<file path="src/bcsa_pkg.sv">
// Shared types and constants of the contiguous sector allocator.
`default_nettype none
package bcsa_pkg;

  localparam int DEF_NUM_SECTORS  = 256;
  localparam int DEF_SECTOR_BYTES = 512;

  // map rows: sectors held in one RAM word
  localparam int ROW_BITS = 8;

  localparam int START_W  = 8;
  localparam int COUNT_W  = 9;
  localparam int BYTES_W  = 18;
  localparam int TOTAL_W  = 6;
  localparam int CFG_IDX_W  = 1;
  localparam int CFG_DATA_W = 9;
  localparam int IN_DATA_W  = 32;
  localparam int OUT_DATA_W = 16;

  localparam logic [START_W-1:0] START_RESET = 8'd4;
  localparam logic [COUNT_W-1:0] COUNT_RESET = 9'd196;
  localparam logic [TOTAL_W-1:0] TOTAL_MAX   = 6'd63;

  localparam logic [CFG_IDX_W-1:0] REG_DATA_START = 1'b0;
  localparam logic [CFG_IDX_W-1:0] REG_DATA_COUNT = 1'b1;

  localparam logic OP_ALLOC = 1'b0;
  localparam logic OP_FREE  = 1'b1;

  localparam logic STAT_OK       = 1'b0;
  localparam logic STAT_NO_SPACE = 1'b1;

  typedef enum logic [2:0] {
    ST_CLEAR,
    ST_IDLE,
    ST_DIV,
    ST_PREP,
    ST_SCAN,
    ST_FILL,
    ST_DONE
  } state_t;

  typedef struct packed {
    logic load;
    logic div_step;
    logic prep;
    logic scan_step;
    logic wr_start;
    logic wr_step;
    logic clr_step;
    logic resp_ld;
  } cmd_t;

  typedef struct packed {
    logic div_done;
    logic scan_done;
    logic found;
    logic wr_done;
    logic clr_last;
    logic op_free;
  } stat_t;

endpackage
`default_nettype wire

</file>
<file path="src/bcsa_ram.sv">
// Generic single-write, single-read RAM with registered read data.
`default_nettype none
module bcsa_ram
  import bcsa_pkg::*;
#(
  parameter int WIDTH = ROW_BITS,
  parameter int DEPTH = DEF_NUM_SECTORS / ROW_BITS
) (
  input  wire logic                                     clk,
  input  wire logic                                     we,
  input  wire logic [((DEPTH > 1) ? $clog2(DEPTH) : 1)-1:0] waddr,
  input  wire logic [WIDTH-1:0]                         wdata,
  input  wire logic [((DEPTH > 1) ? $clog2(DEPTH) : 1)-1:0] raddr,
  output logic      [WIDTH-1:0]                         rdata
);

  logic [WIDTH-1:0] mem [DEPTH];

  always_ff @(posedge clk) begin
    if (we) begin
      mem[waddr] <= wdata;
    end
    rdata <= mem[raddr];
  end

endmodule
`default_nettype wire

</file>
<file path="src/bcsa_ctrl.sv">
// Request sequencer: clear pass, size division, scan, map update, result.
`default_nettype none
module bcsa_ctrl
  import bcsa_pkg::*;
(
  input  wire logic  clk,
  input  wire logic  rst_n,
  input  wire logic  in_tvalid,
  output logic       in_tready,
  output logic       out_tvalid,
  input  wire logic  out_tready,
  input  wire stat_t stat,
  output cmd_t       cmd
);

  state_t state_r, state_nxt;
  logic   out_valid_r, out_valid_nxt;
  logic   can_load;

  assign can_load   = !out_valid_r || out_tready;
  assign in_tready  = (state_r == ST_IDLE);
  assign out_tvalid = out_valid_r;

  always_comb begin
    state_nxt = state_r;
    unique case (state_r)
      ST_CLEAR: if (stat.clr_last) state_nxt = ST_IDLE;
      ST_IDLE:  if (in_tvalid) state_nxt = ST_DIV;
      ST_DIV:   if (stat.div_done) state_nxt = ST_PREP;
      ST_PREP:  state_nxt = stat.op_free ? ST_FILL : ST_SCAN;
      ST_SCAN: begin
        if (stat.scan_done) begin
          state_nxt = stat.found ? ST_FILL : ST_DONE;
        end
      end
      ST_FILL:  if (stat.wr_done) state_nxt = ST_DONE;
      ST_DONE:  if (can_load) state_nxt = ST_IDLE;
      default:  state_nxt = ST_CLEAR;
    endcase
  end

  always_comb begin
    cmd = '0;
    unique case (state_r)
      ST_CLEAR: cmd.clr_step = 1'b1;
      ST_IDLE:  cmd.load = in_tvalid;
      ST_DIV:   cmd.div_step = !stat.div_done;
      ST_PREP:  cmd.prep = 1'b1;
      ST_SCAN: begin
        cmd.scan_step = !stat.scan_done;
        cmd.wr_start  = stat.scan_done && stat.found;
      end
      ST_FILL:  cmd.wr_step = !stat.wr_done;
      ST_DONE:  cmd.resp_ld = can_load;
      default:  cmd = '0;
    endcase
  end

  always_comb begin
    out_valid_nxt = out_valid_r;
    if (cmd.resp_ld) begin
      out_valid_nxt = 1'b1;
    end else if (out_tready) begin
      out_valid_nxt = 1'b0;
    end
  end

  always_ff @(posedge clk) begin
    if (!rst_n) begin
      state_r     <= ST_CLEAR;
      out_valid_r <= 1'b0;
    end else begin
      state_r     <= state_nxt;
      out_valid_r <= out_valid_nxt;
    end
  end

endmodule
`default_nettype wire

</file>
<file path="src/bcsa_dp.sv">
// Datapath: size divider, row-wise map scan, map read-modify-write, count.
`default_nettype none
module bcsa_dp
  import bcsa_pkg::*;
#(
  parameter int NUM_SECTORS  = DEF_NUM_SECTORS,
  parameter int SECTOR_BYTES = DEF_SECTOR_BYTES
) (
  input  wire logic               clk,
  input  wire logic               rst_n,
  input  wire cmd_t               cmd,
  output stat_t                   stat,
  input  wire logic               in_opcode,
  input  wire logic [BYTES_W-1:0] in_size_bytes,
  input  wire logic [START_W-1:0] in_run_start,
  input  wire logic [START_W-1:0] win_start,
  input  wire logic [COUNT_W-1:0] data_count,
  output logic                    res_status,
  output logic [START_W-1:0]      res_granted_start,
  output logic [TOTAL_W-1:0]      res_allocation_total
);

  localparam int ROWS   = (NUM_SECTORS + ROW_BITS - 1) / ROW_BITS;
  localparam int RW     = (ROWS > 1) ? $clog2(ROWS) : 1;
  localparam int ROW_SH = $clog2(ROW_BITS);
  localparam int PW     = $clog2(NUM_SECTORS + 1024);
  localparam int CNT_W  = $clog2(NUM_SECTORS + 2);
  localparam int DW     = BYTES_W + 1;
  localparam int DCW    = 1;
  // floor(x / SECTOR_BYTES) == (x * RECIP) >> RSH for every DW-bit x
  localparam int SB_LOG = $clog2(SECTOR_BYTES);
  localparam int RSH    = DW + SB_LOG;
  localparam int MW     = DW + 1;
  localparam int PRW    = DW + MW + SB_LOG;
  localparam longint unsigned RECIP = ((64'd1 << RSH) / 64'(SECTOR_BYTES)) + 64'd1;

  // request
  logic                 op_r;
  logic [START_W-1:0]   first_r;

  // sector count: dvd_r holds the rounded-up size, then the quotient
  logic [DW-1:0]        dvd_r;
  logic [DCW-1:0]       div_cnt_r;
  logic [PRW-1:0]       prod;
  logic [CNT_W-1:0]     need_c;

  // scan / write walker
  logic [CNT_W-1:0]     need_r;
  logic [PW-1:0]        base_r, based_r, lo_r, lim_r;
  logic                 pend_r, set_r, found_r;
  logic [CNT_W-1:0]     run_r;
  logic [PW-1:0]        at_r;
  logic [PW-1:0]        win_end, win_lim, frun_end, frun_lim;
  logic                 issue;

  logic [CNT_W-1:0]     run_nxt;
  logic [PW-1:0]        at_nxt;
  logic                 found_nxt;
  logic [ROW_BITS-1:0]  mask, wr_row;

  // map RAM
  logic [ROW_BITS-1:0]  rdata;
  logic                 ram_we;
  logic [RW-1:0]        ram_waddr, ram_raddr;
  logic [ROW_BITS-1:0]  ram_wdata;
  logic [RW-1:0]        clr_r;

  logic [TOTAL_W-1:0]   count_r, count_nxt;
  logic                 fail;

  // ---- divider ----
  assign prod   = PRW'(dvd_r) * PRW'(RECIP);
  assign need_c = (dvd_r > DW'(NUM_SECTORS)) ? CNT_W'(NUM_SECTORS + 1) : dvd_r[CNT_W-1:0];

  // ---- window and free-run bounds ----
  assign win_end  = PW'(win_start) + PW'(data_count);
  assign win_lim  = (win_end > PW'(NUM_SECTORS)) ? PW'(NUM_SECTORS) : win_end;
  assign frun_end = PW'(first_r) + PW'(need_c);
  assign frun_lim = (frun_end > PW'(NUM_SECTORS)) ? PW'(NUM_SECTORS) : frun_end;

  assign issue = (cmd.scan_step || cmd.wr_step) && (base_r < lim_r) &&
                 !(cmd.scan_step && found_r);

  // one row of first-fit tracking, lowest sector first
  always_comb begin
    logic [PW-1:0] idx;
    idx       = '0;
    run_nxt   = run_r;
    at_nxt    = at_r;
    found_nxt = found_r;
    mask      = '0;
    for (int j = 0; j < ROW_BITS; j++) begin
      idx = based_r + PW'(j);
      mask[j] = (idx >= lo_r) && (idx < lim_r);
      if (pend_r && !found_nxt) begin
        if (mask[j] && !rdata[j]) begin
          if (run_nxt == '0) begin
            at_nxt = idx;
          end
          run_nxt = run_nxt + CNT_W'(1);
          if (run_nxt == need_r) begin
            found_nxt = 1'b1;
          end
        end else begin
          run_nxt = '0;
        end
      end
    end
  end

  assign wr_row = set_r ? (rdata | mask) : (rdata & ~mask);

  // ---- RAM ports ----
  assign ram_raddr = base_r[ROW_SH +: RW];
  always_comb begin
    if (cmd.clr_step) begin
      ram_we    = 1'b1;
      ram_waddr = clr_r;
      ram_wdata = '0;
    end else begin
      ram_we    = cmd.wr_step && pend_r;
      ram_waddr = based_r[ROW_SH +: RW];
      ram_wdata = wr_row;
    end
  end

  bcsa_ram #(
    .WIDTH (ROW_BITS),
    .DEPTH (ROWS)
  ) u_map (
    .clk   (clk),
    .we    (ram_we),
    .waddr (ram_waddr),
    .wdata (ram_wdata),
    .raddr (ram_raddr),
    .rdata (rdata)
  );

  // ---- count and result ----
  assign fail = (op_r == OP_ALLOC) && !found_r;
  always_comb begin
    count_nxt = count_r;
    if (op_r == OP_FREE) begin
      if (count_r != '0) count_nxt = count_r - TOTAL_W'(1);
    end else if (!fail) begin
      if (count_r < TOTAL_MAX) count_nxt = count_r + TOTAL_W'(1);
    end
  end

  always_ff @(posedge clk) begin
    if (!rst_n) begin
      count_r <= '0;
      clr_r   <= '0;
      pend_r  <= 1'b0;
    end else begin
      if (cmd.clr_step) clr_r <= clr_r + RW'(1);
      if (cmd.resp_ld) count_r <= count_nxt;
      if (cmd.scan_step || cmd.wr_step) begin
        pend_r <= issue;
      end else if (cmd.prep || cmd.wr_start) begin
        pend_r <= 1'b0;
      end
    end
  end

  always_ff @(posedge clk) begin
    if (cmd.load) begin
      op_r      <= in_opcode;
      first_r   <= in_run_start;
      dvd_r     <= DW'(in_size_bytes) + DW'(SECTOR_BYTES - 1);
      div_cnt_r <= DCW'(1);
    end else if (cmd.div_step) begin
      dvd_r     <= prod[RSH +: DW];
      div_cnt_r <= div_cnt_r - DCW'(1);
    end

    priority if (cmd.prep) begin
      need_r <= need_c;
      run_r  <= '0;
      if (op_r == OP_FREE) begin
        set_r  <= 1'b0;
        lo_r   <= PW'(first_r);
        lim_r  <= frun_lim;
        base_r <= PW'({first_r[START_W-1:ROW_SH], ROW_SH'(0)});
        // unused on free
        found_r <= 1'b0;
        at_r    <= '0;
      end else begin
        set_r  <= 1'b1;
        lo_r   <= PW'(win_start);
        lim_r  <= win_lim;
        base_r <= PW'({win_start[START_W-1:ROW_SH], ROW_SH'(0)});
        // a zero-size request fits at the window start
        found_r <= (need_c == '0);
        at_r    <= PW'(win_start);
      end
    end else if (cmd.wr_start) begin
      lo_r   <= at_r;
      lim_r  <= at_r + PW'(need_r);
      base_r <= {at_r[PW-1:ROW_SH], ROW_SH'(0)};
    end else if (cmd.scan_step || cmd.wr_step) begin
      if (issue) begin
        based_r <= base_r;
        base_r  <= base_r + PW'(ROW_BITS);
      end
      if (cmd.scan_step) begin
        run_r   <= run_nxt;
        at_r    <= at_nxt;
        found_r <= found_nxt;
      end
    end

    if (cmd.resp_ld) begin
      res_status           <= fail ? STAT_NO_SPACE : STAT_OK;
      res_granted_start    <= (fail || op_r == OP_FREE) ? '0 : at_r[START_W-1:0];
      res_allocation_total <= count_nxt;
    end
  end

  assign stat.div_done  = (div_cnt_r == '0);
  assign stat.scan_done = found_r || (!pend_r && (base_r >= lim_r));
  assign stat.found     = found_r;
  assign stat.wr_done   = !pend_r && (base_r >= lim_r);
  assign stat.clr_last  = (clr_r == RW'(ROWS - 1));
  assign stat.op_free   = (op_r == OP_FREE);

endmodule
`default_nettype wire

</file>
<file path="src/bitmap_contiguous_sector_allocator.sv">
// Top level of the first-fit contiguous sector allocator.
//
//  channel  direction  payload
//  in_      in         tuser: opcode; tdata: size_bytes, run_start
//  out_     out        tuser: status; tdata: granted_start, allocation_total
//  cfg_     in         write enable, register index, write data
//
// An item passes accept, a reciprocal size divide, setup, two pipelined map
// passes (a scan that reads the 8-sector map rows of the window and a write of
// the rows of the run) and the result; a free or a failed allocate makes one
// pass. One row is read per cycle. After reset a clearing pass writes every
// map row before the first item is taken. A new item is taken while the last
// result waits on out_tready; the result of the next item holds until taken.
`default_nettype none
module bitmap_contiguous_sector_allocator
  import bcsa_pkg::*;
#(
  parameter int NUM_SECTORS  = DEF_NUM_SECTORS,
  parameter int SECTOR_BYTES = DEF_SECTOR_BYTES
) (
  input  wire logic                  clk,
  input  wire logic                  rst_n,
  input  wire logic                  in_tvalid,
  output logic                       in_tready,
  input  wire logic [IN_DATA_W-1:0]  in_tdata,   // size_bytes[17:0], run_start[25:18]
  input  wire logic [0:0]            in_tuser,   // opcode[0]
  output logic                       out_tvalid,
  input  wire logic                  out_tready,
  output logic [OUT_DATA_W-1:0]      out_tdata,  // granted_start[7:0], allocation_total[13:8]
  output logic [0:0]                 out_tuser,  // status[0]
  input  wire logic                  cfg_we,
  input  wire logic [CFG_IDX_W-1:0]  cfg_index,
  input  wire logic [CFG_DATA_W-1:0] cfg_wdata
);

  logic [START_W-1:0] win_start_r;
  logic [COUNT_W-1:0] data_count_r;

  cmd_t  cmd;
  stat_t stat;

  logic               res_status;
  logic [START_W-1:0] res_granted_start;
  logic [TOTAL_W-1:0] res_allocation_total;

  always_ff @(posedge clk) begin
    if (!rst_n) begin
      win_start_r  <= START_RESET;
      data_count_r <= COUNT_RESET;
    end else if (cfg_we) begin
      unique case (cfg_index)
        REG_DATA_START: win_start_r  <= cfg_wdata[START_W-1:0];
        REG_DATA_COUNT: data_count_r <= cfg_wdata[COUNT_W-1:0];
        default:        data_count_r <= data_count_r;
      endcase
    end
  end

  bcsa_ctrl u_ctrl (
    .clk        (clk),
    .rst_n      (rst_n),
    .in_tvalid  (in_tvalid),
    .in_tready  (in_tready),
    .out_tvalid (out_tvalid),
    .out_tready (out_tready),
    .stat       (stat),
    .cmd        (cmd)
  );

  bcsa_dp #(
    .NUM_SECTORS  (NUM_SECTORS),
    .SECTOR_BYTES (SECTOR_BYTES)
  ) u_dp (
    .clk                  (clk),
    .rst_n                (rst_n),
    .cmd                  (cmd),
    .stat                 (stat),
    .in_opcode            (in_tuser[0]),
    .in_size_bytes        (in_tdata[BYTES_W-1:0]),
    .in_run_start         (in_tdata[BYTES_W +: START_W]),
    .win_start            (win_start_r),
    .data_count           (data_count_r),
    .res_status           (res_status),
    .res_granted_start    (res_granted_start),
    .res_allocation_total (res_allocation_total)
  );

  assign out_tuser = res_status;
  assign out_tdata = {{(OUT_DATA_W - START_W - TOTAL_W){1'b0}},
                      res_allocation_total, res_granted_start};

endmodule
`default_nettype wire
</file>
<file path="config.mk">
export PLATFORM = sky130hd
export DESIGN_NAME = bitmap_contiguous_sector_allocator
export DESIGN_NICKNAME = d
export VERILOG_FILES = /design/src/bcsa_pkg.sv /design/src/bcsa_ram.sv /design/src/bcsa_ctrl.sv /design/src/bcsa_dp.sv /design/src/bitmap_contiguous_sector_allocator.sv
export SDC_FILE = /design/constraint.sdc
export NUM_CORES = 1
export LEC_CHECK = 0
export ABC_AREA = 0
export BUFFER_PORTS_ARGS = -buffer_cell sky130_fd_sc_hd__buf_4
export CELL_PAD_IN_SITES_DETAIL_PLACEMENT = 1
export CELL_PAD_IN_SITES_GLOBAL_PLACEMENT = 2
export CORE_MARGIN = 2
export CORE_UTILIZATION = 44
export CTS_BUF_LIST = sky130_fd_sc_hd__clkbuf_2
export DETAILED_ROUTE_END_ITERATION = 10
export PLACE_DENSITY_LB_ADDON = 0.08
export SLEW_MARGIN = 10
export SYNTH_ARGS = -nofsm -noshare
export SYNTH_HDL_FRONTEND = slang
export SYNTH_SLANG_ARGS = --single-unit
</file>
<file path="constraint.sdc">
create_clock -name clk -period 15.69 [get_ports clk]
set_clock_uncertainty 0.2 [all_clocks]
set_input_delay 2.3535 -clock clk [delete_from_list [all_inputs] [get_ports clk]]
set_output_delay 2.3535 -clock clk [all_outputs]
set_load 0.03 [all_outputs]
</file>
## Word level (Yosys, flattened, before mapping)

Memories as Yosys holds them, arrays and structs flattened. A register that Yosys moved wholly into a read port is not among the register bits.
Index checks and enable logic that the tools add are counted.

- Add/sub/neg operators: 24
- Multipliers: 1
- Magnitude comparators: 22
- Equality and inequality tests: 22
- Muxes and demuxes: 122
- Bitwise operators: 7
- Reductions and logical operators: 83

Operators by type and width:

| operator | count |
|---|---|
| $mux W11 | 39 |
| $mux W9 | 17 |
| $ge A11 B11 Y1 | 9 |
| $lt A11 B11 Y1 | 9 |
| $logic_not A9 Y1 | 9 |
| $add A9 B1 Y9 const B | 8 |
| $eq A9 B9 Y1 | 8 |
| $mux W1 | 45 |
| $add A11 B3 Y11 const B | 4 |
| $mux W8 | 5 |
| $mul A19 B20 Y39 const B | 1 |
| $mux W19 | 2 |
| $logic_and A1 B1 Y1 | 31 |
| $mux W6 | 4 |
| $add A11 B2 Y11 const B | 2 |
| $gt A11 B9 Y1 const B | 2 |
| $logic_not A1 Y1 | 21 |
| $pmux W3 S7 | 1 |
| $add A8 B9 Y10 | 2 |
| $add A18 B9 Y19 const B | 1 |
| $gt A19 B9 Y1 const B | 1 |
| $mux W3 | 6 |
| $reduce_bool A2 Y1 | 6 |
| $add A11 B1 Y11 const B | 1 |
| other kinds (27) | 47 |

- Bits in registers: 152
- RAM bits: 256
- Input port bits: 48
- Output and inout port bits: 19
- Word-level logic and storage cells: 305
- Memories: 1

Memories:

| memory | words | bits a word | read ports | clocked after memory_dff | wr ports | RTL line | source |
|---|---|---|---|---|---|---|---|
| u_dp.u_map.mem | 32 | 8 | 1 | 1 | 1 | bcsa_ram.sv:17 | `logic [WIDTH-1:0] mem [DEPTH];` |

## Depth between registers and ports, before layout

Gate-level depths: netlist (run 1).

- Word-level depth: 38
- Depth in mapped cells: 55

## Modules after synthesis

Synthesis (run 1) repeated with hierarchy kept, for this count alone.

- Cells, all modules: 2290
- Area total of the unflattened synthesis: 25577.0 um^2

By module, submodules not included:

| module | times used | cells each | area an instance (um^2) |
|---|---|---|---|
| bcsa_dp | 1 | 1752 | 14487.6 |
| bcsa_ram | 1 | 417 | 10053.4 |
| bitmap_contiguous_sector_allocator | 1 | 74 | 689.4 |
| bcsa_ctrl | 1 | 47 | 346.6 |

## Least setup slack after synthesis (run 1)

Ideal clock, no wire load.

- Path type: register to register
- Start point: register u_dp.based_r[6]
- End point: register u_dp.at_r[3], data pin
- Setup time: 0.270 ns
- Arrival: 10.419 ns
- Path slack: 4.801 ns
- Stages on the path, launching flop included: 54
- Path buffers: 6
- Period minus slack after synthesis: 10.889 ns
- Cells stage by stage: edfxtp_1 -> ha_1 -> nand3_1 -> or3_1 -> buf_2 -> or4_4 -> a211oi_2 -> nand2_1 -> o21ai_1 -> ha_1 -> xnor2_1 -> mux2i_1 -> xnor2_1 -> nand3_1 -> nor4_2 -> and3_2 -> a21oi_2 -> clkbuf_1 -> (+18 left out) -> a41oi_1 -> nor2_1 -> o21ai_0 -> o21ai_0 -> nand2_1 -> o2111ai_1 -> or4_4 -> or2_1 -> buf_2 -> nand2_1 -> nor2_1 -> a22oi_1 -> ha_1 -> o221ai_1 -> nor4_2 -> a21oi_4 -> mux2i_1 -> a21oi_1

- Longest elaborated chain between the ends: 37

RTL lines:

| element | RTL line | source |
|---|---|---|
| start, declared | bcsa_dp.sv:49 | `logic [PW-1:0] base_r, based_r, lo_r, lim_r;` |
| start signal, assigned | bcsa_dp.sv:203 | `based_r <= base_r;` |
| branches (longest 32 deep; another with $ge A11 B11 Y1) | -- |  |
| $mux W11 * | bcsa_dp.sv:95 | `if (pend_r && !found_nxt) begin` |
| $mux W11 * | bcsa_dp.sv:206 | `if (cmd.scan_step) begin` |
| $mux W11 * | bcsa_dp.sv:201 | `end else if (cmd.scan_step \|\| cmd.wr_step) begin` |
| $mux W11 * | bcsa_dp.sv:197 | `end else if (cmd.wr_start) begin` |
| $mux W11 * | bcsa_dp.sv:177 | `priority if (cmd.prep) begin` |
| end signal, assigned | bcsa_dp.sv:195 | `at_r <= PW'(win_start);` |
| end signal, assigned | bcsa_dp.sv:208 | `at_r <= at_nxt;` |
| end, declared | bcsa_dp.sv:52 | `logic [PW-1:0] at_r;` |

Every way passes the cells marked *. The select of a mux whose other input is x is not followed.
A chain may end at the register's enable or synchronous reset.

## Final worst setup path (run 1)

- Start point: register u_dp.based_r[5]
- End point: register u_dp.at_r[5], data pin

Same word-level chain as after synthesis.

==> run_results.csv, run 1 <==
group,metric,value,unit
run_status,outcome,"finished, final reports clean",
timing,timing.fmax,72.3,MHz
drt,drt_first_pass_iters,5,
timing,tightestPinTransition,1.12,ns
final_layout,instances_no_fill,3111,
place,place.detailed.hpwl,56100,um
clock_network,htreeDepth,3,
grt,grt_overflow,0,
grt,grtUsageMet2,45.7,%
place,portBuffers,58,
yosys,synthArstFlopShare,0,%
clock_network,clockRootBuffer,"clkbuf_2",
timing,setup_viol,0,
yosys,yosysUniqueCellTypes,119,
final_layout,fin_nets,2400,
floorplan,die_x,241,um
yosys,ys_ff_latch,410,
drt,routed_via_density,6.06,
worst_setup_path,max_stage_delay,0.85,ns
clock_network,cts_made_buffers,103,
pwr,p_per_area,95.0,nW/um2
place,place_congestion,0.845,
worst_setup_path,crit_path_max_fanout,14,
final_layout,final_area,26800,um2
drt,ant_nets,0,
worst_setup_path,cp.depth,47,
worst_setup_path,crit_path_top_delay_cell,"a221oi_1",
timing,period_needed,13.83,ns
worst_setup_path,worstSetupEndpointType,"flop",
yosys,synth-seq-area-share,47.8,%
final_layout,layout-drive-gt1-share,18.3,%
clock_network,clockBufferDepth,3,
worst_setup_path,critPathTopFamily,"compound AO/OA/AOI/OAI gates",
worst_setup_path,cp.required,16.37,ns
grt,grt_util_met1,37.1,%
clock_network,tritoncts,"done",
job,maxCapViolations,0,
pwr,leakage,9.43,nW
timing,rsz0062_at_grt,"no",
worst_setup_path,crit_type,"flop to flop",
yosys,synth_edf_count,359,
clock_network,hold_buffers,0,
drt,drc,0,
drt,drt_iter0_drc,1209,
floorplan,io_pins,67,
floorplan,core,55300,um2
worst_setup_path,crit_start,"u_dp.based_r[5]$_DFFE_PP_",
yosys,ys_warn_count,0,
final_layout,area_delta_synth_final,8.69,%
pwr,power.total,2.55,mW
drt,vias,18900,
floorplan,die_h,241,um
floorplan,fp-row-count,86,
yosys,mappedNetlistArea,24700,um2
drt,drt_wl_total,77500,um
worst_hold_path,holdPathStages,2,
worst_setup_path,path_buf_inv,3,
clock_network,worstSkewPairLatency,1.14,ns
timing,hold_viol,0,
worst_hold_path,hp-class,"flop to flop",
floorplan,initial_core_util,44.6,%
grt,grt_max_degree,70,
floorplan,dieArea,58000,um2
clock_network,cts_setup_buffers,0,
grt,antenna_found_initial,4,
drt,post_drt_wl_per_cell,24.9,um
yosys,synthFlopType,"edfxtp_1",
clock_network,clk_pin_slew,0.12,ns
grt,met3_usage,3.95,%
yosys,synthCells,2201,
timing,fin_tns_setup,0,ns
grt,busiest_layer,"met2",
grt,grt_use_total,27.2,%
timing,drv_slew,0,
place,placed_area,25800,um2
timing,fin_crit_sh,88.2,%
worst_setup_path,arrival,14.51,ns
place,placed_cells,2921,
worst_hold_path,min_from,"data_count_r[3]$_SDFFE_PN0P_",
worst_setup_path,r2r_start,"u_dp.based_r[5]$_DFFE_PP_",
clock_network,cts_resized,0,
timing,relSlewSlack,24.4,%
yosys,syn_avg_cell_area,11.2,um2
grt,grt_pass1_wl,119000,um
clock_network,clock_sinks,410,
pwr,worst_ir_drop_vdd,0.0930,mV
worst_setup_path,start_kind,"flop",
grt,grt_pass1_vias,19400,
worst_setup_path,ff2ff_path_depth,47,
-- power breakdown --
group	switching (mW)	internal, mW
sequential	0.0446	1.32
combinational	0.297	0.132
clock	0.472	0.283
total	0.813	1.73
-- final timing paths --
check,to,slack (ns)
setup reg to reg,u_dp.at_r[5]$_DFFE_PP_,1.86
setup / recovery,u_dp.at_r[5]$_DFFE_PP_,1.86
hold reg to reg,data_count_r[3]$_SDFFE_PN0P_,0.29
hold / removal,data_count_r[3]$_SDFFE_PN0P_,0.29
-- worst reg2reg max path, delay by kind of cell, from the launching register on --
family | cells | cell delay (ns)
DFF | 1 | 0.53
adders and majority gates | 5 | 1.54
xor gates and xnor gates | 2 | 0.36
buffers and inverters | 3 | 0.52
muxes | 2 | 0.72
and+or+nand+nor | 18 | 4.29
AOI/OAI and AO/OA | 17 | 5.44
-- cells in the mapped netlist, types with 11 or more instances --
cell type / count / area (um2)
a21o_1: 17 / 128
xor2_1: 31 / 272
or3_1: 21 / 131
o221ai_1: 13 / 114
mux2i_1: 30 / 300
or2_2: 12 / 75.1
or4_1: 13 / 97.6
a21oi_1: 113 / 566
a31oi_1: 17 / 106
nand3_1: 73 / 365
o31ai_1: 15 / 113
and2_1: 25 / 156
o211ai_1: 25 / 188
buf_2: 12 / 60.1
o21a_1: 13 / 97.6
a221oi_1: 13 / 114
clkbuf_1: 85 / 319
xnor2_1: 97 / 850
nand4_1: 23 / 144
nor2_1: 169 / 634
mux2_2: 13 / 146
nand2b_1: 22 / 138
o21ai_0: 83 / 415
inv_1: 81 / 304
mux4_2: 80 / 1800
nor4_1: 33 / 206
dfxtp_1: 51 / 1020
o21bai_1: 11 / 82.6
buf_1: 14 / 52.6
nand2_1: 189 / 709
nor2b_1: 28 / 175
a21boi_0: 17 / 128
edfxtp_1: 359 / 10800
a211oi_1: 11 / 82.6
nor3_1: 44 / 220
o22ai_1: 11 / 68.8
and3_1: 32 / 200
ha_1: 71 / 888
-- routing by layer --
metal | vias up | share of wire, %
met3 | 107 | 4.1
li1 | 8647 | -
met1 | 9655 | 45
met5 | - | 0.017
met2 | 451 | 49
met4 | 2 | 1.9
-- placed cells by master (no fill, tap or decap), types with 13 or more instances in the layout --
cell type,instances
a21boi_0,17
a21o_1,17
a21oi_1,110
a221oi_1,13
a31oi_1,17
and2_1,25
and3_1,32
buf_4,91
clkbuf_2,147
clkinv_1,31
dfxtp_1,51
edfxtp_1,359
ha_1,71
inv_1,81
mux2_2,13
mux2i_1,30
mux4_2,80
nand2_1,189
nand2b_1,22
nand3_1,73
nand4_1,23
nor2_1,162
nor2b_1,28
nor3_1,43
nor4_1,33
o211ai_1,25
o21a_1,13
o21ai_0,83
o221ai_1,13
o31ai_1,15
or3_1,21
or4_1,13
xnor2_1,97
xor2_1,31
-- sequential cells by signal, summed over array words and instances (netlist names), 9 cells and up --
register        cells
u_dp.u_map.mem    256
u_dp.dvd_r         19
u_dp.at_r          11
u_dp.lim_r         11
u_dp.lo_r          11
data_count_r        9
u_dp.need_r         9
u_dp.run_r          9
-- layout make-up --
| cell class | count | area [um2] |
|---|---|---|
| fillers | 6006 | 28500 |
| multi-input cells | 1588 | 12100 |
| flip-flops and latches | 410 | 11800 |
| well taps | 748 | 936 |
| clock buffers | 147 | 736 |
| repair buffers | 91 | 683 |
| inverters | 84 | 315 |
| clock inverters | 41 | 246 |
| diodes | 2 | 5.00 |
-- cell families after synthesis --
kind of cell / count (synthesis) / synth area share, %
AND/OR/NAND/NOR: 750 / 15.8
flip-flops: 410 / 47.8
AO/OA/AOI/OAI: 502 / 14.7
other: 1 / 0.0152
multiplexers: 123 / 9.11
XOR/XNOR: 137 / 5.34
buffers and inverters: 204 / 3.35
adder cells (fa/ha/maj): 74 / 3.84
-- stage by stage --
step           hold WS, ns  util (%)  setup slack, ns
2_1_floorplan        0.247         -             4.80
3_3_place_gp         0.265      46.7             2.25
3_5_place_dp         0.278      46.7             2.15
4_1_cts              0.292      48.5             2.11
5_1_grt              0.323      48.5            0.865
6_report             0.288      48.5             1.86
Power figures use the tool's default switching activity.
==> run 2: changes to the inputs <==
--- a/config.mk
+++ b/config.mk
@@ -5,12 +5,12 @@
 export SDC_FILE = /design/constraint.sdc
 export NUM_CORES = 1
 export LEC_CHECK = 0
-export ABC_AREA = 0
+export ABC_AREA = 1
 export BUFFER_PORTS_ARGS = -buffer_cell sky130_fd_sc_hd__buf_4
 export CELL_PAD_IN_SITES_DETAIL_PLACEMENT = 1
 export CELL_PAD_IN_SITES_GLOBAL_PLACEMENT = 2
-export CORE_MARGIN = 2
-export CORE_UTILIZATION = 44
+export CORE_MARGIN = 4
+export CORE_UTILIZATION = 41
 export CTS_BUF_LIST = sky130_fd_sc_hd__clkbuf_2
 export DETAILED_ROUTE_END_ITERATION = 10
 export PLACE_DENSITY_LB_ADDON = 0.08
==> run 2 against run 1 <==
Final area shrank 3.9%. Sequential share of layout area increased by 1.8 points. Maximum frequency rose by 39%. Wire length decreased by 1.6%. Sequential power increased by 13%. Register-to-register slack improved by 3.9 ns. Flip-flop and latch count unchanged. Utilization is 3.1 points lower. Clock-buffer cell count increased by 2. Largest cell class is now registers.
==> run_results.csv, run 2 <==
group,metric,value,unit
run_status,outcome,"finished, final reports clean",
final_layout,layout-drive-gt1-share,14.5,%
clock_network,cts_setup_buffers,0,
place,portBuffers,58,
clock_network,cts_resized,0,
final_layout,top_register,"u_dp.u_map.mem",
worst_setup_path,arrival,10.56,ns
worst_setup_path,critPathTopFamily,"simple AND/OR/NAND/NOR gates",
final_layout,top_regs,"u_dp.u_map.mem: 256 flops, u_dp.dvd_r: 19 flops",
final_layout,mostFrequentLayoutCell,"nand2_1",
grt,grt_use_total,24.7,%
final_layout,ff_latch_area,11800,um2
yosys,ys_top_cells_by_count,"544 x nand2_1, 371 x nor2_1, 359 x edfxtp_1, 240 x o21ai_0, 234 x inv_1",
drt,routed_via_density,5.47,
yosys,synthCells,2744,
job,maxCapViolations,0,
pwr,p_per_area,138,nW/um2
clock_network,worstSkewPairLatency,1.14,ns
final_layout,area_delta_synth_final,9.06,%
drt,drt_first_pass_iters,5,
yosys,ys_ff_latch,410,
timing,drv_slew,0,
floorplan,fp-row-count,87,
timing,relSlewSlack,25.6,%
worst_hold_path,hp-class,"flop to flop",
yosys,yosysMostFrequentCell,"nand2_1",
grt,grt_pass1_wl,117000,um
timing,rsz0062_at_grt,"no",
drt,vias,20100,
final_layout,multi_input_area,10400,um2
floorplan,die_h,248,um
grt,grt_pass1_vias,20600,
yosys,yosysUniqueCellTypes,65,
worst_setup_path,crit_path_max_fanout,14,
final_layout,fin_nets,2964,
drt,drt_wl_total,76200,um
pwr,leakage,10.3,nW
timing,fin_tns_setup,0,ns
timing,timing.fmax,100,MHz
timing,fin_crit_sh,63.5,%
yosys,syn_avg_cell_area,8.61,um2
clock_network,clock_sinks,410,
yosys,synth-seq-area-share,50.0,%
floorplan,dieArea,61500,um2
final_layout,final_util,45.4,%
final_layout,fill_cells,6806,
clock_network,clockRootBuffer,"clkbuf_2",
timing,tightestPinTransition,1.11,ns
clock_network,hold_buffers,0,
final_layout,largest_reg_flops,256,
clock_network,clk_pin_slew,0.11,ns
place,post-place-ws,5.84,ns
floorplan,initial_core_util,41.7,%
grt,grt_overflow,0,
yosys,synthArstFlopShare,0,%
clock_network,clockBufferDepth,3,
yosys,netlist.area_leader.share,45.6,%
worst_setup_path,cp.required,16.29,ns
timing,finalWorstSetupSlack,5.73,ns
yosys,ys_warn_count,0,
yosys,yosys.area.top_type,"edfxtp_1",
drt,ant_nets,0,
clock_network,tritoncts,"done",
worst_setup_path,path_buf_inv,8,
grt,grt_max_degree,91,
timing,hold_viol,0,
yosys,synth_edf_count,359,
yosys,mappedNetlistArea,23600,um2
worst_setup_path,worstSetupEndpointType,"flop",
place,place.detailed.hpwl,55000,um
worst_setup_path,crit_top_cell,"nor2_1",
worst_setup_path,crit_type,"flop to flop",
drt,drc,0,
worst_setup_path,max_stage_delay,0.68,ns
final_layout,final_cell_mix,"544 x nand2_1, 369 x nor2_1, 359 x edfxtp_1",
yosys,ys_top_cells_by_area,"edfxtp_1 46%, nand2_1 8.6%, nor2_1 5.9%, o21ai_0 5.1%, nand3_1 4.7%",
worst_setup_path,crit_path_top_delay_cell,"dfxtp_1",
worst_setup_path,start_kind,"flop",
floorplan,die_x,248,um
drt,post_drt_wl_per_cell,20.8,um
timing,setup_viol,0,
timing,period_needed,9.96,ns
drt,drt_iter0_drc,1128,
floorplan,io_pins,67,
clock_network,htreeDepth,3,
grt,antenna_found_initial,2,
clock_network,cts_made_buffers,102,
floorplan,core,56700,um2
place,place_congestion,0.857,
yosys,synthFlopType,"edfxtp_1",
pwr,worst_ir_drop_vdd,0.0757,mV
run 2: cell count changes in the layout (fill, tap and decap cells not counted), moves of 28 or more:
cell	previous run	this run
nand3_1	73	220
nor2b_1	28	0
mux2i_1	30	1
and3_1	32	3
inv_2	1	30
nor2_1	162	369
o22ai_1	11	45
inv_1	81	233
nand2_2	0	39
mux4_2	80	0
nand4_1	23	55
o21ai_0	83	240
xnor2_1	97	16
nand2_1	189	544
run 2: where the power goes:
group          switching (mW)  internal (mW)  leakage [nW]
logic                   0.972          0.332          5.88
registers              0.0706           1.47          3.71
clock network           0.441          0.277         0.702
run 2: logic make-up (layout without fill, tap and decap cells):
family                     Yosys count  in the layout  share of synthesized area, %
AOI/OAI and AO/OA                  488            488                          12.1
and+or+nand+nor                   1351           1351                          25.8
buffers and inverters              373            542                          6.31
muxes                                1              1                        0.0424
xor gates and xnor gates            46             46                          1.80
DFF                                410            410                          50.0
adders and majority gates           74             74                          4.01
other                                1              4                        0.0159
run 2: routing by layer:
metal / track usage, % / part of all wire, %
met5: 0 / 0
met4: 7.86 / 2.5
met3: 3.47 / 4.3
met2: 40.8 / 47
met1: 33.9 / 46
run 2: cell type report:
type | count | area share [%]
tap | 756 | 3.67
clock buffer | 149 | 2.89
sequential | 410 | 45.8
timing repair buffer | 87 | 2.53
multi-input combinational | 1962 | 40.3
clock inverter | 27 | 0.665
inverter | 279 | 4.08
antenna | 2 | 0.0194
run 2: worst register-to-register path, delay by kind of cell (launching register included):
family	cells	cell delay (ns)
xor gates and xnor gates	2	0.28
AOI/OAI and AO/OA	4	0.68
DFF	1	0.68
and+or+nand+nor	35	5.84
adders and majority gates	3	0.98
buffers and inverters	8	1.07
run 2: worst paths after layout:
kind | slack, ns | end | depth (start not counted) | startpoint
hold / removal | 0.28 | u_dp.div_cnt_r$_SDFFE_PP1P_ | 2 | u_dp.div_cnt_r$_SDFFE_PP1P_
setup reg to reg | 5.73 | u_dp.at_r[6]$_DFFE_PP_ | 52 | u_dp.pend_r$_SDFFE_PN0P_
setup / recovery | 5.73 | u_dp.at_r[6]$_DFFE_PP_ | 52 | u_dp.pend_r$_SDFFE_PN0P_
hold reg to reg | 0.28 | u_dp.div_cnt_r$_SDFFE_PP1P_ | 2 | u_dp.div_cnt_r$_SDFFE_PP1P_
run 2: through the flow:
stage	cell area [um2]	power, mW	hold WS [ns]	cells
after global placement	24800	2.81	0.257	3494
final	25800	3.56	0.277	3672
after global routing	25800	3.81	0.327	3671
after CTS	25800	3.59	0.280	3670
after detailed placement	24800	2.87	0.266	3494
after floorplan	23600	2.40	0.239	2745
==> run 3: changes to the inputs <==
--- a/config.mk
+++ b/config.mk
@@ -5,12 +5,12 @@
 export SDC_FILE = /design/constraint.sdc
 export NUM_CORES = 1
 export LEC_CHECK = 0
-export ABC_AREA = 1
+export ABC_AREA = 0
 export BUFFER_PORTS_ARGS = -buffer_cell sky130_fd_sc_hd__buf_4
 export CELL_PAD_IN_SITES_DETAIL_PLACEMENT = 1
 export CELL_PAD_IN_SITES_GLOBAL_PLACEMENT = 2
 export CORE_MARGIN = 4
-export CORE_UTILIZATION = 41
+export CORE_UTILIZATION = 45
 export CTS_BUF_LIST = sky130_fd_sc_hd__clkbuf_2
 export DETAILED_ROUTE_END_ITERATION = 10
 export PLACE_DENSITY_LB_ADDON = 0.08
==> constraint.sdc (replaced) <==
create_clock -name clk -period 9.8 [get_ports clk]
set_clock_uncertainty 0.2 [all_clocks]
set_input_delay 1.47 -clock clk [delete_from_list [all_inputs] [get_ports clk]]
set_output_delay 1.47 -clock clk [all_outputs]
set_load 0.03 [all_outputs]
==> run 3 against run 2 <==
The run now ends with negative setup slack left. Total power rose by 17%. Final area grew 21%. Utilization up 12 points. Global-route usage is 4.0 points higher. Largest power group unchanged. Highest routed layer is now met5.
==> run_results.csv, run 3 (synthesis gave the netlist of run 1 again) <==
group,metric,value,unit
clock_network,clockRootBuffer,"clkbuf_2",
drt,drt_wl_total,86600,um
place,place_congestion,0.902,
worst_setup_path,crit_type,"flop to flop",
place,portBuffers,58,
drt,post_drt_wl_per_cell,25.1,um
timing,fin_hold_ws,0.285,ns
worst_hold_path,hp-class,"flop to flop",
worst_setup_path,worstSetupEndpointType,"flop",
drt,vias,20700,
final_layout,instances_no_fill,3451,
clock_network,clockBufferDepth,3,
pwr,p_per_area,133,nW/um2
floorplan,die_h,242,um
worst_setup_path,max_stage_delay,0.47,ns
clock_network,tritoncts,"done",
place,place.detailed.hpwl,62800,um
worst_setup_path,cp.required,10.42,ns
timing,setup_viol,14,
run_status,outcome,"finished with violations",
pwr,leakage,11.6,nW
pwr,pwr-share-seq,52.4,%
drt,routed_via_density,6.01,
timing,drv_slew,0,
grt,grt_pass1_vias,21600,
pwr,swShare,31.9,%
final_layout,top_regs,"u_dp.u_map.mem: 256 flops, u_dp.dvd_r: 19 flops",
timing,finalWorstSetupSlack,-0.170,ns
clock_network,worstSkewPairLatency,1.11,ns
worst_setup_path,path_buf_inv,11,
place,placed_cells,3219,
floorplan,fp-row-count,85,
pwr,p_clk_share,27.7,%
floorplan,initial_core_util,45.7,%
timing,hold_viol,0,
final_layout,area_delta_synth_final,26.4,%
drt,drt_iter0_drc,1626,
worst_setup_path,critPathTopFamily,"compound AO/OA/AOI/OAI gates",
floorplan,core,54000,um2
grt,antenna_found_initial,4,
floorplan,dieArea,58600,um2
timing,fin_tns_setup,-1.67,ns
clock_network,clock_sinks,410,
run_status,violations,"negative setup slack",
final_layout,layout-drive-gt1-share,36.6,%
grt,grt_use_total,28.7,%
timing,timing.fmax,100,MHz
worst_setup_path,crit_top_cell,"ha_4",
job,maxCapViolations,0,
drt,drt_first_pass_iters,5,
clock_network,hold_buffers,0,
pwr,internal_power,2.83,mW
final_layout,largest_reg_flops,256,
timing,relSlewSlack,19.8,%
floorplan,die_x,242,um
pwr,worst_ir_drop_vdd,0.112,mV
drt,ant_nets,0,
clock_network,cts_made_buffers,99,
timing,rsz0062_at_grt,"yes",
pwr,power.total,4.16,mW
timing,period_needed,9.97,ns
grt,grt_overflow,0,
timing,tightestPinTransition,1.20,ns
pwr,power.switching,1.33,mW
grt,grt_max_degree,70,
final_layout,final_cell_mix,"464 x buf_4, 359 x edfxtp_1, 182 x nand2_1",
final_layout,mostFrequentLayoutCell,"buf_4",
worst_setup_path,start_kind,"flop",
grt,grt_pass1_wl,130000,um
clock_network,clk_pin_slew,0.11,ns
worst_setup_path,crit_path_max_fanout,8,
drt,drc,0,
timing,fin_crit_sh,102,%
floorplan,io_pins,67,
clock_network,htreeDepth,3,
worst_setup_path,crit_path_top_delay_cell,"edfxtp_1",
final_layout,top_register,"u_dp.u_map.mem",
pwr,combPwrFrac,19.9,%
final_layout,fin_nets,2795,
worst_setup_path,arrival,10.59,ns
## run 3: final cells by class
class	instances	area [um2]
Fill cell	5750	22800
Multi-Input combinational cell	1588	13500
Sequential cell	410	11800
Timing Repair Buffer	490	3800
Tap cell	696	871
Clock buffer	145	726
Inverter	84	323
Clock inverter	34	198
Antenna cell	4	10.0
## run 3: power groups by stage
stage                     registers [mW]  logic [mW]  clock network [mW]
final                               2.18       0.826                1.15
after global routing                2.19       0.891                1.29
after CTS                           2.18       0.805                1.19
after detailed placement            2.22       0.789                   0
after global placement              2.20       0.750                   0
after floorplan                     2.18       0.457                   0
## run 3: metal layers
| layer | vias to the layer above | global-route usage (%) | wire length, um |
|---|---|---|---|
| met4 | 2 | 7.68 | 2330 |
| met3 | 135 | 7.15 | 6070 |
| met1 | 10500 | 38.1 | 36700 |
| met5 | - | 0 | 10 |
| li1 | 9441 | - | - |
| met2 | 630 | 47.3 | 41500 |
## run 3: worst reg2reg max path, delay by kind of cell (launching register included)
family	cells	cell delay (ns)
buf+inv	11	1.18
flops	1	0.47
compound gates	20	4.05
mux	1	0.23
simple gates	10	2.18
xor+xnor	2	0.31
fa+ha+maj	5	1.09
## run 3: worst paths after layout
check / start / end / slack, ns / depth (start not counted)
worst min-delay path: data_count_r[6]$_SDFFE_PN1P_ / data_count_r[6]$_SDFFE_PN1P_ / 0.29 / 2
worst max register to register: u_dp.based_r[9]$_DFFE_PP_ / u_dp.at_r[3]$_DFFE_PP_ / -0.17 / 49
worst min register to register: data_count_r[6]$_SDFFE_PN1P_ / data_count_r[6]$_SDFFE_PN1P_ / 0.29 / 2
worst max-delay path: u_dp.based_r[9]$_DFFE_PP_ / u_dp.at_r[3]$_DFFE_PP_ / -0.17 / 49
## run 3: timing repair
| item | in CTS | in global routing |
|---|---|---|
| gates resized for setup | 101 | 143 |
| endpoints found under the hold margin | 0 | 0 |
| pin swaps | 19 | 65 |
| cloned | 0 | 0 |
| endpoints found under the setup margin | 21 | 21 |
| setup buffers | 25 | 29 |
## run 3: stage by stage
| step | utilization (%) | instance area, um2 | setup slack [ns] |
|---|---|---|---|
| 2_1_floorplan | - | 25000 | -0.164 |
| 5_1_grt | 57.7 | 31200 | -0.541 |
| 4_1_cts | 56.0 | 30300 | -0.135 |
| 6_report | 57.7 | 31200 | -0.170 |
| 3_5_place_dp | 52.9 | 28600 | -0.946 |
| 3_3_place_gp | 52.9 | 28600 | -0.558 |
